File: config.mk
export PLATFORM = sky130hd
export DESIGN_NAME = vehicle_lamp_and_turn_signal_control_top_flat
export DESIGN_NICKNAME = d
export VERILOG_FILES = /design/src/hdl/vltsc_pkg.sv /design/src/hdl/vltsc_if.sv /design/src/hdl/vltsc_cfg_regs.sv /design/src/hdl/vltsc_core.sv /design/src/hdl/vehicle_lamp_and_turn_signal_control_top.sv /design/src/flat_wrapper.sv
export SDC_FILE = /design/constraint.sdc
export NUM_CORES = 1
export LEC_CHECK = 0
export ABC_AREA = 1
export ABC_CLOCK_PERIOD_IN_PS = 5090
export BUFFER_PORTS_ARGS = -buffer_cell sky130_fd_sc_hd__buf_2
export CAP_MARGIN = 20
export CORE_ASPECT_RATIO = 1.75
export CORE_UTILIZATION = 30
export CTS_CLUSTER_DIAMETER = 100
export DETAILED_ROUTE_END_ITERATION = 10
export SLEW_MARGIN = 20
export SYNTH_ARGS = -nofsm -noshare
export SYNTH_HDL_FRONTEND = slang
export SYNTH_HIERARCHICAL = 1
export SYNTH_SLANG_ARGS = --single-unit
export TNS_END_PERCENT = 50
File: constraint.sdc
create_clock -name clk -period 5.09 [get_ports clk]
set_input_delay 1.2725 -clock clk [delete_from_list [all_inputs] [get_ports clk]]
set_output_delay 1.2725 -clock clk [all_outputs]
set_load 0.05 [all_outputs]
File: src/hdl/vltsc_pkg.sv
// Package for the vehicle lamp and turn signal controller.
// Holds the shared item, result and configuration types and the fixed constants.
// No dependencies; every other file of the block but the checker uses it.
`timescale 1ns / 1ps

package vltsc_pkg;

    // Field widths fixed by the interface
    localparam int NOW_W      = 32;
    localparam int CFG_IDX_W  = 2;
    localparam int CFG_DATA_W = 16;
    localparam int MS_W       = 16;
    localparam int HAZ_W      = 4;

    // Configuration reset values
    localparam logic            IGNITION_RST    = 1'b1;
    localparam logic [MS_W-1:0] HALF_PERIOD_RST = 16'd500;
    localparam logic [MS_W-1:0] IDLE_TIMEOUT_RST = 16'd400;

    // Hazard counter thresholds and limits
    localparam int HAZ_RUN_MIN  = 4;
    localparam int HAZ_SYNC_MIN = 5;
    localparam int HAZ_MAX      = 15;

    // Configuration register indexes
    typedef enum logic [CFG_IDX_W-1:0] {
        REG_IGNITION     = 2'd0,
        REG_HALF_PERIOD  = 2'd1,
        REG_IDLE_TIMEOUT = 2'd2
    } cfg_reg_t;

    // Configuration values seen by the datapath
    typedef struct packed {
        logic            ignition_on;
        logic [MS_W-1:0] blink_half_period_ms;
        logic [MS_W-1:0] blink_idle_timeout_ms;
    } cfg_t;

    // One polling pass
    typedef struct packed {
        logic [NOW_W-1:0] now_ms;
        logic             highbeam_button_level;
        logic             mode_button_level;
        logic             main_light_level;
        logic             reverse_level;
        logic             rock_switch_level;
        logic             brake_level;
        logic             left_turn_level;
        logic             right_turn_level;
    } in_item_t;

    // Lamp drives for one pass
    typedef struct packed {
        logic light_mode_out;
        logic high_beam_on;
        logic low_beam_on;
        logic rock_lights_on;
        logic brake_lamp_on;
        logic front_left_lamp;
        logic rear_left_lamp;
        logic front_right_lamp;
        logic rear_right_lamp;
    } out_item_t;

endpackage

File: src/hdl/vltsc_if.sv
// Handshake interfaces of the lamp controller: poll items, lamp results, config writes.
// Depends on vltsc_pkg for field widths.
`timescale 1ns / 1ps

interface vltsc_item_if;
    logic                         valid;
    logic                         ready;
    logic [vltsc_pkg::NOW_W-1:0]  now_ms;
    logic                         highbeam_button_level;
    logic                         mode_button_level;
    logic                         main_light_level;
    logic                         reverse_level;
    logic                         rock_switch_level;
    logic                         brake_level;
    logic                         left_turn_level;
    logic                         right_turn_level;

    modport source (
        output valid, now_ms, highbeam_button_level, mode_button_level, main_light_level,
               reverse_level, rock_switch_level, brake_level, left_turn_level,
               right_turn_level,
        input  ready
    );
    modport sink (
        input  valid, now_ms, highbeam_button_level, mode_button_level, main_light_level,
               reverse_level, rock_switch_level, brake_level, left_turn_level,
               right_turn_level,
        output ready
    );
endinterface

interface vltsc_result_if;
    logic valid;
    logic ready;
    logic light_mode_out;
    logic high_beam_on;
    logic low_beam_on;
    logic rock_lights_on;
    logic brake_lamp_on;
    logic front_left_lamp;
    logic rear_left_lamp;
    logic front_right_lamp;
    logic rear_right_lamp;

    modport source (
        output valid, light_mode_out, high_beam_on, low_beam_on, rock_lights_on,
               brake_lamp_on, front_left_lamp, rear_left_lamp, front_right_lamp,
               rear_right_lamp,
        input  ready
    );
    modport sink (
        input  valid, light_mode_out, high_beam_on, low_beam_on, rock_lights_on,
               brake_lamp_on, front_left_lamp, rear_left_lamp, front_right_lamp,
               rear_right_lamp,
        output ready
    );
endinterface

interface vltsc_cfg_if;
    logic                              valid;
    logic                              ready;
    logic [vltsc_pkg::CFG_IDX_W-1:0]   index;
    logic [vltsc_pkg::CFG_DATA_W-1:0]  data;

    modport source (output valid, index, data, input ready);
    modport sink (input valid, index, data, output ready);
endinterface

File: src/hdl/vltsc_cfg_regs.sv
// Configuration register file of the lamp controller.
// Depends on vltsc_pkg and the vltsc_cfg_if interface.
`timescale 1ns / 1ps

module vltsc_cfg_regs (
    input  logic              clk,
    input  logic              rst_n,
    vltsc_cfg_if.sink         cfg,
    output vltsc_pkg::cfg_t   cfg_val
);

    logic                             ignition_reg;
    logic [vltsc_pkg::MS_W-1:0]       half_reg;
    logic [vltsc_pkg::MS_W-1:0]       idle_reg;
    vltsc_pkg::cfg_reg_t              wr_index;

    // Writes are always taken; an unknown index is dropped.
    assign cfg.ready = 1'b1;
    assign wr_index  = vltsc_pkg::cfg_reg_t'(cfg.index);

    // Register writes
    always_ff @(posedge clk or negedge rst_n)
    begin
        if (!rst_n)
        begin
            ignition_reg <= vltsc_pkg::IGNITION_RST;
            half_reg     <= vltsc_pkg::HALF_PERIOD_RST;
            idle_reg     <= vltsc_pkg::IDLE_TIMEOUT_RST;
        end
        else if (cfg.valid)
        begin
            unique case (wr_index)
                vltsc_pkg::REG_IGNITION:     ignition_reg <= cfg.data[0];
                vltsc_pkg::REG_HALF_PERIOD:  half_reg     <= cfg.data[vltsc_pkg::MS_W-1:0];
                vltsc_pkg::REG_IDLE_TIMEOUT: idle_reg     <= cfg.data[vltsc_pkg::MS_W-1:0];
                default:
                begin
                end
            endcase
        end
    end

    assign cfg_val.ignition_on           = ignition_reg;
    assign cfg_val.blink_half_period_ms  = half_reg;
    assign cfg_val.blink_idle_timeout_ms = idle_reg;

endmodule

File: src/hdl/vltsc_core.sv
// Per-poll state update of the lamp controller: button toggles, blinkers, hazard count.
// Depends on vltsc_pkg. The result is combinational from the current state and item.
`timescale 1ns / 1ps

module vltsc_core #(
    parameter int TIME_BITS = 32
) (
    input  logic                   clk,
    input  logic                   rst_n,
    input  logic                   step,
    input  vltsc_pkg::in_item_t    item,
    input  vltsc_pkg::cfg_t        cfg_val,
    output vltsc_pkg::out_item_t   result
);

    // State
    logic                          hb_prev_reg, hb_prev_next;
    logic                          mode_prev_reg, mode_prev_next;
    logic                          light_mode_reg, light_mode_next;
    logic                          high_beam_reg, high_beam_next;
    logic [1:0]                    turn_prev_reg, turn_prev_next;
    logic [1:0]                    phase_reg, phase_next;
    logic [TIME_BITS-1:0]          timer_reg, timer_next;
    logic [vltsc_pkg::HAZ_W-1:0]   haz_reg, haz_next;

    logic [TIME_BITS-1:0]          now_t;
    logic [TIME_BITS-1:0]          elapsed;
    logic                          half_passed;
    logic                          idle_passed;
    logic [1:0]                    sw;
    logic                          reverse_req;

    // Poll time folded to the timer width
    generate
        if (TIME_BITS <= vltsc_pkg::NOW_W)
        begin : g_now_trunc
            assign now_t = item.now_ms[TIME_BITS-1:0];
        end
        else
        begin : g_now_ext
            assign now_t = TIME_BITS'(item.now_ms);
        end
    endgenerate

    // One subtractor; a timer reload within the pass makes later differences zero.
    assign elapsed     = now_t - timer_reg;
    assign half_passed = elapsed > TIME_BITS'(cfg_val.blink_half_period_ms);
    assign idle_passed = elapsed > TIME_BITS'(cfg_val.blink_idle_timeout_ms);
    assign sw          = ~{item.right_turn_level, item.left_turn_level};
    assign reverse_req = ~item.reverse_level | ~item.rock_switch_level;

    // Next state, left side first and then right side
    always_comb
    begin
        logic              hb_toggled;
        logic signed [5:0] haz;
        logic              timer_load;
        logic              elapsed_ok;

        hb_toggled      = high_beam_reg ^ (~item.highbeam_button_level & hb_prev_reg);
        light_mode_next = light_mode_reg ^ (~item.mode_button_level & mode_prev_reg);
        high_beam_next  = hb_toggled & light_mode_next & item.main_light_level;
        hb_prev_next    = item.highbeam_button_level;
        mode_prev_next  = item.mode_button_level;

        haz            = signed'({2'b00, haz_reg});
        phase_next     = phase_reg;
        turn_prev_next = turn_prev_reg;
        timer_load     = 1'b0;
        elapsed_ok     = half_passed;

        for (int i = 0; i < 2; i++)
        begin
            // Blink step on a running side
            if ((sw[i] || haz > vltsc_pkg::HAZ_RUN_MIN) && elapsed_ok)
            begin
                phase_next[i] = ~phase_next[i];
                haz           = haz - 6'sd1;
                if (haz > vltsc_pkg::HAZ_SYNC_MIN)
                begin
                    phase_next[1] = phase_next[0];
                    haz           = haz + 6'sd1;
                end
                timer_load = 1'b1;
                elapsed_ok = 1'b0;
            end
            // Switch change restarts the side
            if (sw[i] != turn_prev_next[i])
            begin
                haz               = haz + 6'sd1;
                turn_prev_next[i] = sw[i];
                phase_next[i]     = sw[i];
                timer_load        = 1'b1;
                elapsed_ok        = 1'b0;
            end
        end

        // Clamp the hazard count
        if (haz < 6'sd0)
        begin
            haz_next = '0;
        end
        else if (haz > vltsc_pkg::HAZ_MAX)
        begin
            haz_next = vltsc_pkg::HAZ_W'(vltsc_pkg::HAZ_MAX);
        end
        else
        begin
            haz_next = haz[vltsc_pkg::HAZ_W-1:0];
        end

        // Idle timeout with both switches off
        if (!timer_load && idle_passed && (sw == 2'b00))
        begin
            haz_next   = '0;
            phase_next = 2'b00;
        end

        timer_next = timer_load ? now_t : timer_reg;
    end

    // Lamp drives from the updated state
    always_comb
    begin
        result.light_mode_out   = light_mode_next;
        result.high_beam_on     = high_beam_next & cfg_val.ignition_on;
        result.low_beam_on      = item.main_light_level ^ high_beam_next;
        result.rock_lights_on   = ~item.rock_switch_level & light_mode_next;
        result.brake_lamp_on    = ~item.brake_level;
        result.front_left_lamp  = phase_next[0] ^ light_mode_next;
        result.rear_left_lamp   = phase_next[0] ^ reverse_req;
        result.front_right_lamp = phase_next[1] ^ light_mode_next;
        result.rear_right_lamp  = phase_next[1] ^ reverse_req;
    end

    // State registers advance once per processed poll
    always_ff @(posedge clk or negedge rst_n)
    begin
        if (!rst_n)
        begin
            hb_prev_reg    <= 1'b1;
            mode_prev_reg  <= 1'b0;
            light_mode_reg <= 1'b1;
            high_beam_reg  <= 1'b0;
            turn_prev_reg  <= 2'b00;
            phase_reg      <= 2'b00;
            timer_reg      <= '0;
            haz_reg        <= '0;
        end
        else if (step)
        begin
            hb_prev_reg    <= hb_prev_next;
            mode_prev_reg  <= mode_prev_next;
            light_mode_reg <= light_mode_next;
            high_beam_reg  <= high_beam_next;
            turn_prev_reg  <= turn_prev_next;
            phase_reg      <= phase_next;
            timer_reg      <= timer_next;
            haz_reg        <= haz_next;
        end
    end

endmodule

File: src/hdl/vehicle_lamp_and_turn_signal_control_top.sv
// Top level of the vehicle lamp and turn signal controller.
// Depends on vltsc_pkg, the interfaces in vltsc_if, vltsc_cfg_regs and vltsc_core.
//
//   Channel     Direction  Carries
//   item_in     sink       one poll: time stamp and raw switch levels
//   result_out  source     lamp drives for that poll
//   cfg         sink       register index and write data
//
// One poll is taken per cycle unless a full result register stalls. A poll is held in
// the input register, is evaluated against the controller state and lands in the
// result register, from which its lamp drives are taken.
// The result register parts the two sides: a full result register that is being
// taken does not stall input.
// Reset clears both valid flags, the state and the configuration; no clearing pass.
`timescale 1ns / 1ps

module vehicle_lamp_and_turn_signal_control_top #(
    parameter int TIME_BITS = 32
) (
    input  logic             clk,
    input  logic             rst_n,
    vltsc_item_if.sink       item_in,
    vltsc_result_if.source   result_out,
    vltsc_cfg_if.sink        cfg
);

    logic                    in_vld_reg;
    vltsc_pkg::in_item_t     in_item_reg;
    logic                    out_vld_reg;
    vltsc_pkg::out_item_t    out_item_reg;
    vltsc_pkg::in_item_t     in_item;
    vltsc_pkg::out_item_t    core_result;
    vltsc_pkg::cfg_t         cfg_val;
    logic                    out_free;
    logic                    advance;

    // Configuration registers
    vltsc_cfg_regs u_cfg (
        .clk     (clk),
        .rst_n   (rst_n),
        .cfg     (cfg),
        .cfg_val (cfg_val)
    );

    // Gather the request fields
    assign in_item.now_ms                = item_in.now_ms;
    assign in_item.highbeam_button_level = item_in.highbeam_button_level;
    assign in_item.mode_button_level     = item_in.mode_button_level;
    assign in_item.main_light_level      = item_in.main_light_level;
    assign in_item.reverse_level         = item_in.reverse_level;
    assign in_item.rock_switch_level     = item_in.rock_switch_level;
    assign in_item.brake_level           = item_in.brake_level;
    assign in_item.left_turn_level       = item_in.left_turn_level;
    assign in_item.right_turn_level      = item_in.right_turn_level;

    // Flow control between the input and result registers
    assign out_free      = !out_vld_reg || result_out.ready;
    assign advance       = in_vld_reg && out_free;
    assign item_in.ready = !in_vld_reg || out_free;

    // Controller state and per-poll logic
    vltsc_core #(
        .TIME_BITS (TIME_BITS)
    ) u_core (
        .clk     (clk),
        .rst_n   (rst_n),
        .step    (advance),
        .item    (in_item_reg),
        .cfg_val (cfg_val),
        .result  (core_result)
    );

    // Input register
    always_ff @(posedge clk or negedge rst_n)
    begin
        if (!rst_n)
        begin
            in_vld_reg <= 1'b0;
        end
        else if (item_in.ready)
        begin
            in_vld_reg <= item_in.valid;
        end
    end

    always_ff @(posedge clk)
    begin
        if (item_in.ready && item_in.valid)
        begin
            in_item_reg <= in_item;
        end
    end

    // Result register
    always_ff @(posedge clk or negedge rst_n)
    begin
        if (!rst_n)
        begin
            out_vld_reg <= 1'b0;
        end
        else if (out_free)
        begin
            out_vld_reg <= in_vld_reg;
        end
    end

    always_ff @(posedge clk)
    begin
        if (advance)
        begin
            out_item_reg <= core_result;
        end
    end

    // Drive the result channel
    assign result_out.valid            = out_vld_reg;
    assign result_out.light_mode_out   = out_item_reg.light_mode_out;
    assign result_out.high_beam_on     = out_item_reg.high_beam_on;
    assign result_out.low_beam_on      = out_item_reg.low_beam_on;
    assign result_out.rock_lights_on   = out_item_reg.rock_lights_on;
    assign result_out.brake_lamp_on    = out_item_reg.brake_lamp_on;
    assign result_out.front_left_lamp  = out_item_reg.front_left_lamp;
    assign result_out.rear_left_lamp   = out_item_reg.rear_left_lamp;
    assign result_out.front_right_lamp = out_item_reg.front_right_lamp;
    assign result_out.rear_right_lamp  = out_item_reg.rear_right_lamp;

endmodule

File: src/flat_wrapper.sv
// flat-port wrapper written by rule: the top's interface ports become plain ports
module vehicle_lamp_and_turn_signal_control_top_flat 
#(
    parameter int TIME_BITS = 32
)
  (clk, rst_n, item_in_valid, item_in_now_ms, item_in_highbeam_button_level, item_in_mode_button_level, item_in_main_light_level, item_in_reverse_level, item_in_rock_switch_level, item_in_brake_level, item_in_left_turn_level, item_in_right_turn_level, item_in_ready, result_out_valid, result_out_light_mode_out, result_out_high_beam_on, result_out_low_beam_on, result_out_rock_lights_on, result_out_brake_lamp_on, result_out_front_left_lamp, result_out_rear_left_lamp, result_out_front_right_lamp, result_out_rear_right_lamp, result_out_ready, cfg_valid, cfg_index, cfg_data, cfg_ready);
  vltsc_item_if item_in_i ();
  vltsc_result_if result_out_i ();
  vltsc_cfg_if cfg_i ();
  input  logic clk;
  input  logic rst_n;
  input wire logic [$bits(item_in_i.valid)-1:0] item_in_valid;
  input wire logic [$bits(item_in_i.now_ms)-1:0] item_in_now_ms;
  input wire logic [$bits(item_in_i.highbeam_button_level)-1:0] item_in_highbeam_button_level;
  input wire logic [$bits(item_in_i.mode_button_level)-1:0] item_in_mode_button_level;
  input wire logic [$bits(item_in_i.main_light_level)-1:0] item_in_main_light_level;
  input wire logic [$bits(item_in_i.reverse_level)-1:0] item_in_reverse_level;
  input wire logic [$bits(item_in_i.rock_switch_level)-1:0] item_in_rock_switch_level;
  input wire logic [$bits(item_in_i.brake_level)-1:0] item_in_brake_level;
  input wire logic [$bits(item_in_i.left_turn_level)-1:0] item_in_left_turn_level;
  input wire logic [$bits(item_in_i.right_turn_level)-1:0] item_in_right_turn_level;
  output wire logic [$bits(item_in_i.ready)-1:0] item_in_ready;
  output wire logic [$bits(result_out_i.valid)-1:0] result_out_valid;
  output wire logic [$bits(result_out_i.light_mode_out)-1:0] result_out_light_mode_out;
  output wire logic [$bits(result_out_i.high_beam_on)-1:0] result_out_high_beam_on;
  output wire logic [$bits(result_out_i.low_beam_on)-1:0] result_out_low_beam_on;
  output wire logic [$bits(result_out_i.rock_lights_on)-1:0] result_out_rock_lights_on;
  output wire logic [$bits(result_out_i.brake_lamp_on)-1:0] result_out_brake_lamp_on;
  output wire logic [$bits(result_out_i.front_left_lamp)-1:0] result_out_front_left_lamp;
  output wire logic [$bits(result_out_i.rear_left_lamp)-1:0] result_out_rear_left_lamp;
  output wire logic [$bits(result_out_i.front_right_lamp)-1:0] result_out_front_right_lamp;
  output wire logic [$bits(result_out_i.rear_right_lamp)-1:0] result_out_rear_right_lamp;
  input wire logic [$bits(result_out_i.ready)-1:0] result_out_ready;
  input wire logic [$bits(cfg_i.valid)-1:0] cfg_valid;
  input wire logic [$bits(cfg_i.index)-1:0] cfg_index;
  input wire logic [$bits(cfg_i.data)-1:0] cfg_data;
  output wire logic [$bits(cfg_i.ready)-1:0] cfg_ready;
  assign item_in_i.valid = item_in_valid;
  assign item_in_i.now_ms = item_in_now_ms;
  assign item_in_i.highbeam_button_level = item_in_highbeam_button_level;
  assign item_in_i.mode_button_level = item_in_mode_button_level;
  assign item_in_i.main_light_level = item_in_main_light_level;
  assign item_in_i.reverse_level = item_in_reverse_level;
  assign item_in_i.rock_switch_level = item_in_rock_switch_level;
  assign item_in_i.brake_level = item_in_brake_level;
  assign item_in_i.left_turn_level = item_in_left_turn_level;
  assign item_in_i.right_turn_level = item_in_right_turn_level;
  assign item_in_ready = item_in_i.ready;
  assign result_out_valid = result_out_i.valid;
  assign result_out_light_mode_out = result_out_i.light_mode_out;
  assign result_out_high_beam_on = result_out_i.high_beam_on;
  assign result_out_low_beam_on = result_out_i.low_beam_on;
  assign result_out_rock_lights_on = result_out_i.rock_lights_on;
  assign result_out_brake_lamp_on = result_out_i.brake_lamp_on;
  assign result_out_front_left_lamp = result_out_i.front_left_lamp;
  assign result_out_rear_left_lamp = result_out_i.rear_left_lamp;
  assign result_out_front_right_lamp = result_out_i.front_right_lamp;
  assign result_out_rear_right_lamp = result_out_i.rear_right_lamp;
  assign result_out_i.ready = result_out_ready;
  assign cfg_i.valid = cfg_valid;
  assign cfg_i.index = cfg_index;
  assign cfg_i.data = cfg_data;
  assign cfg_ready = cfg_i.ready;
  vehicle_lamp_and_turn_signal_control_top #(.TIME_BITS(TIME_BITS)) u_core (.clk(clk), .rst_n(rst_n), .item_in(item_in_i), .result_out(result_out_i), .cfg(cfg_i));
endmodule
Word-level counts from Yosys, hierarchy flattened
Cells that the tools add are included.
{"block": "totals", "out_inout_bits": 12, "input_bits": 63, "wordCells": 116, "ff_bits": 128}
{"block": "op_classes", "mux": 22, "add_sub_neg": 7, "n_reduce_logical": 21, "n_lt_le_gt_ge": 8, "bitwise": 22, "eq_ne": 4}
{"operator": "$gt A32 B16 Y1", "count": 2}
{"operator": "$mux W6", "count": 6}
{"operator": "$sub A32 B32 Y32", "count": 1}
{"operator": "$add A6 B2 Y6 const B", "count": 3}
{"operator": "$gt A6 B4 Y1 const B", "count": 2}
{"operator": "$mux W4", "count": 3}
{"operator": "$reduce_and A2 Y1", "count": 6}
{"operator": "$mux W1", "count": 11}
{"operator": "$not A1 Y1", "count": 7}
{"operator": "$xor A1 B1 Y1", "count": 7}
{"operator": "$add A5 B2 Y6 const B", "count": 1}
{"operator": "$and A1 B1 Y1", "count": 6}
{"operator": "$gt A6 B5 Y1 const B", "count": 1}
{"operator": "$logic_and A1 B1 Y1", "count": 6}
{"operator": "$lt A6 B1 Y1 const B", "count": 1}
{"operator": "$sub A6 B2 Y6 const B", "count": 1}
{"operator": "$gt A5 B4 Y1 const B", "count": 1}
{"operator": "$sub A4 B1 Y5 const B", "count": 1}
{"operator": "$gt A4 B3 Y1 const B", "count": 1}
{"operator": "$logic_not A2 Y1", "count": 2}
{"operator": "$logic_or A1 B1 Y1", "count": 4}
{"operator": "$mux W2", "count": 2}
{"operator": "$logic_not A1 Y1", "count": 3}
{"operator": "$eq A2 B1 Y1 const B", "count": 1}
{"operator": "4 further kinds", "count": 5}

Depth between registers and ports, before layout
{"block": "depth", "depth_word": 16, "ltp_mapped": 50, "mapped_depth_nobuf": 50}

By module
Netlist, hierarchy kept.
{"module": "vltsc_core", "cells_each": 1101, "seq_area_each_um2": 1103.6, "area_per_inst_um2": 6433.7, "n_inst": 1}
{"module": "vltsc_cfg_regs", "cells_each": 153, "seq_area_each_um2": 838.3, "area_per_inst_um2": 1684.1, "n_inst": 1}
{"module": "vehicle_lamp_and_turn_signal_control_top", "cells_each": 61, "seq_area_each_um2": 1521.5, "area_per_inst_um2": 1566.5, "n_inst": 1}

Worst setup path before layout
OpenSTA, ideal clock, no wires.
{"block": "synth_path", "kind": "flip-flop to flip-flop", "startpoint": "register u_core.u_core.timer_reg[0]", "endpoint": "register u_core/u_core/haz_reg[3] in the netlist's numbering", "setup_ns": 0.124, "t_required_ns": 4.966, "n_path_buf": 0, "path_stages_with_launch": 45, "slack_ns": -0.314, "period_less_slack_ns": 5.404, "arrival_ns": 5.280, "path_cell_list": "dfrtp_1 ha_1 fa_1 inv_1 nand3_1 nand3_1 nand2_1 nand3b_2 xor2_1 ha_1 nand2_1 nor2_1 nand4_1 inv_1 nand2_1 o2111ai_1 nand2_1 nand3_4 [9 not listed] or2_2 nor2_1 nor2_2 nand2_4 nand2_4 nand2_1 nand2_1 nand2_1 nand2_1 inv_2 ha_1 nand2_1 inv_1 nand3_1 o21ai_0 nand2_1 o211ai_1 nand2_1"}
{"block": "synth_via", "elab_chain_len": 16, "elab_cells_between_ends": 31, "cone_classes": "add/sub (5); order compare (6); mux (14); reduce/logical (6)"}
{"element": "start, declared", "line_no": "vltsc_core.sv:23", "text": "logic [TIME_BITS-1:0] timer_reg, timer_next;"}
{"element": "start signal, assigned", "line_no": "vltsc_core.sv:158", "text": "timer_reg <= timer_next;"}
{"element": "$sub A32 B32 Y32 (*)", "line_no": "vltsc_core.sv:46", "text": "assign elapsed = now_t - timer_reg;"}
{"element": "$gt A32 B16 Y1", "line_no": "vltsc_core.sv:47", "text": "assign half_passed = elapsed > TIME_BITS'(cfg_val.blink_half_period_ms);"}
{"element": "$logic_and A1 B1 Y1", "line_no": "vltsc_core.sv:75", "text": "if ((sw[i] || haz > vltsc_pkg::HAZ_RUN_MIN) && elapsed_ok)"}
{"element": "$mux W6", "line_no": "vltsc_core.sv:75"}
{"element": "$add A6 B2 Y6", "line_no": "vltsc_core.sv:90", "text": "haz = haz + 6'sd1;"}
{"element": "$mux W6", "line_no": "vltsc_core.sv:88", "text": "if (sw[i] != turn_prev_next[i])"}
{"element": "$sub A6 B2 Y6 or $gt A6 B4 Y1 (tied branches)", "line_no": "vltsc_core.sv:78, vltsc_core.sv:75"}
{"element": "$add A6 B2 Y6 (tied with other cells)", "line_no": "vltsc_core.sv:82", "text": "haz = haz + 6'sd1;"}
{"element": "$mux W6 or $logic_and A1 B1 Y1 (tied branches)", "line_no": "vltsc_core.sv:79, vltsc_core.sv:75"}
{"element": "$mux W6", "line_no": "vltsc_core.sv:75"}
{"element": "$add A6 B2 Y6", "line_no": "vltsc_core.sv:90"}
{"element": "$mux W6", "line_no": "vltsc_core.sv:88"}
{"element": "$gt A6 B5 Y1", "line_no": "vltsc_core.sv:103", "text": "else if (haz > vltsc_pkg::HAZ_MAX)"}
{"element": "$mux W4", "line_no": "vltsc_core.sv:103"}
{"element": "$mux W4", "line_no": "vltsc_core.sv:99", "text": "if (haz < 6'sd0)"}
{"element": "$mux W4 (*)", "line_no": "vltsc_core.sv:113", "text": "if (!timer_load && idle_passed && (sw == 2'b00))"}
{"element": "end signal, assigned", "line_no": "vltsc_core.sv:159", "text": "haz_reg <= haz_next;"}
{"element": "end, declared", "line_no": "vltsc_core.sv:24", "text": "logic [vltsc_pkg::HAZ_W-1:0] haz_reg, haz_next;"}
Mark *: on every way between the ends. The rest lies on a longest branch, timed or not.
A chain may end at the register's enable or synchronous reset.

Final worst setup path
{"block": "layout_path", "startpoint": "register u_core.u_core.timer_reg[0]", "endpoint": "register u_core/u_core/haz_reg[0] in the netlist's numbering"}
Same word-level chain as after synthesis.

==> results.tsv <==
metric	value	unit
outcome	complete, but fails checks	
failing checks	negative setup slack	
H-tree level count	4	
startpoint types	flop	
Rows	86	
dpl cell area	11400	µm²
grt total ovfl	0	
final WL	26900	µm
die area	33000	µm²
layout cells sized above 1	32.0	%
nets@finish	1678	
Max rail drop VDD	0.342	mV
layout overhead on the synthesized area	32.9	%
wire length of the first global-routing pass	43200	µm
syn_nets	1451	
Core ar.	31600	µm²
initial antenna violation count	0	
Crit path arrival time	5.73	ns
Cell Pwr Density	656	nW/µm²
largest cells by area after synthesis	dfrtp_1 17%, edfxtp_1 15%, nand2_1 15%	
port buffer count	73	
CTS Buffer Depth	2	
RSZ-0062 raised after global routing	true	
dpl ws	-0.540	ns
worst hold path class	flop to flop	
net switching power	3.87	mW
Max Slew Vio Count	0	
via count	8783	
synthesized area	9680	µm²
Inserted Diodes	0	
WL/cell	13.8	µm
crit-path max FO	4	
relative slew slack	30.1	%
Peak Freq	0.185	GHz
CTS tree	done	
final setup skew	0.0101	ns
ys async rst share	61.7	%
CP required	5.42	ns
DP Wirelength	21300	µm
switching share of total power	45.8	%
Initial Util	30.6	%
Seq/Total Area, Yosys	35.8	%
gpl congestion	0.910	
yosys warns	6	
leading area contributor after synthesis	dfrtp_1	
Comb pwr share	68.2	%
vias in the first global route	8922	
Final Setup Violations	42	
CP Capture Type	flop	
crit share post-route	106	%
I/O Pins	75	
flops & latches, synth	128	
Clk pwr share	15.3	%
prevailing post-synth register cell	dfrtp_1	
slowest cell delay on critical path	0.42	ns
Num CTS Buffers	17	
largest net degree at the start of global routing	43	
Max-Cap Viols	0	
worst-margin pin slew	1.05	ns
Flop pwr share	16.5	%
EDFF count, synth	49	
Worst Path Buf+Inv	6	
Max stage delay cell, worst path	fa_2	
Die Span X	138	µm
drt via density	4.50	
Final Hold Fails	0	
Syn Area/Cell	7.36	µm²
internal power	4.58	mW
max FFs per register	40	
GRT Resource Usage Total	17.4	%
Reg clk slew, reported paths	0.06	ns
drt pass-1 iters	5	
CP Class	flop to flop	
Final Cell Area	12900	µm²
CP top delay family	simple AND/OR/NAND/NOR gates	
Post-DRT Antenna Nets	0	
crit path time final	5.40	ns
Setup WS post-layout	-0.308	ns
Root Driver	clkbuf_16	
DRC viols	0	
Iteration-0 DRC Markers	363	
number of distinct library cells after synthesis	48	
leak pwr	6.74	nW
die height	240	µm
Clock Sinks	128	
Mapped Cells	1315	
Worst-Skew Late Latency	0.44	ns
final hold slack	0.462	ns
share of the synthesized area in the top cell type	17.3	%
==> area by class of cell <==
cell class / instances / area (µm²)
clock buffers: 17 / 425
fillers: 3292 / 18800
multi-input cells: 904 / 5700
clock inverters: 15 / 193
repair buffers: 233 / 1600
well taps: 396 / 495
flip-flops and latches: 128 / 3460
inverters: 258 / 991
==> logic make-up after synthesis <==
group | after synthesis | share of synthesized area [%]
simple gates | 699 | 34.1
buf+inv | 283 | 12.0
xor+xnor | 27 | 2.44
other cells | 1 | 0.0387
flops | 128 | 35.8
mux | 2 | 0.220
compound gates | 102 | 5.87
fa+ha+maj | 73 | 9.51
==> power groups by stage <==
stage          clock network, mW  registers, mW  logic [mW]
2_1_floorplan                  0           1.44        3.14
4_1_cts                     1.33           1.40        5.46
3_5_place_dp                   0           1.41        4.94
5_1_grt                     1.36           1.41        6.42
3_3_place_gp                   0           1.41        4.87
6_report                    1.29           1.39        5.76
==> Yosys cell counts (8+ instances only) <==
| cell type | instances |
|---|---|
| nand2_1 | 388 |
| inv_1 | 247 |
| nor2_1 | 101 |
| ha_1 | 72 |
| dfrtp_1 | 67 |
| a21oi_1 | 66 |
| edfxtp_1 | 49 |
| nand2_2 | 46 |
| nand3_1 | 46 |
| nand4_1 | 44 |
| nand2_4 | 25 |
| xor2_1 | 24 |
| o21ai_0 | 20 |
| nor2_2 | 16 |
| buf_2 | 13 |
| dfstp_2 | 12 |
| inv_2 | 9 |
| nand3_2 | 8 |
==> final timing paths <==
kind                                                  end  cells after the start  slack, ns                       start
worst min-delay path            u_core/u_cfg/ignition_reg                      2       0.46   u_core/u_cfg/ignition_reg
worst max register to register   u_core/u_core/haz_reg[0]                     44      -0.31  u_core/u_core/timer_reg[0]
worst max-delay path             u_core/u_core/haz_reg[0]                     44      -0.31  u_core/u_core/timer_reg[0]
min in group asynchronous        u_core/u_cfg/half_reg[0]                      1       0.85                       rst_n
worst min register to register  u_core/u_cfg/ignition_reg                      2       0.46   u_core/u_cfg/ignition_reg
max in group asynchronous        u_core/u_cfg/half_reg[4]                      2       3.28                       rst_n
==> tightest hold or removal path: stages, from the launching register on <==
cell,delay [ns]
dfstp_2,0.37
nand2_1,0.05
nand2_1,0.04
==> cell usage in the layout (no fill, tap or decap), types with 3 or more instances in the layout <==
| cell | n |
|---|---|
| a21oi_1 | 62 |
| a21oi_2 | 4 |
| and2_1 | 4 |
| buf_2 | 72 |
| buf_4 | 157 |
| clkbuf_16 | 17 |
| dfrtp_1 | 67 |
| dfstp_2 | 12 |
| edfxtp_1 | 49 |
| ha_1 | 51 |
| ha_4 | 20 |
| inv_1 | 235 |
| inv_2 | 18 |
| inv_4 | 3 |
| inv_6 | 5 |
| inv_8 | 7 |
| nand2_1 | 353 |
| nand2_2 | 68 |
| nand2_4 | 38 |
| nand3_1 | 40 |
| nand3_2 | 11 |
| nand3_4 | 6 |
| nand4_1 | 44 |
| nor2_1 | 94 |
| nor2_2 | 17 |
| nor2_4 | 10 |
| nor3_1 | 4 |
| o211ai_1 | 5 |
| o21ai_0 | 18 |
| or2_4 | 3 |
| xnor2_1 | 3 |
| xor2_1 | 14 |
| xor2_2 | 8 |
==> per-stage QoR <==
| stage | std cells | power (mW) | setup TNS [ns] | util, % |
|---|---|---|---|---|
| 3_3_place_gp | 1886 | 6.28 | -10.39 | 36.2 |
| 5_1_grt | 1951 | 9.19 | -17.70 | 40.7 |
| 4_1_cts | 1939 | 8.19 | -0.761 | 39.8 |
| 6_report | 1951 | 8.45 | -4.76 | 40.7 |
| 2_1_floorplan | 1315 | 4.58 | 0 | - |
| 3_5_place_dp | 1886 | 6.35 | -12.53 | 36.2 |
==> timing repair <==
item	CTS	global route
endpoints found under the setup margin	42	42
buffers inserted	21	12
gates resized for setup	78	39
pin swaps	47	42
hold buffers	0	0
==> layer usage <==
metal / wire length [µm] / GRT usage (%)
met3: 647 / 2.79
met2: 15600 / 34.8
met4: 1430 / 10.0
met1: 9310 / 15.7
met5: 0 / 0
No activity file was read; power rests on OpenSTA's default activity.
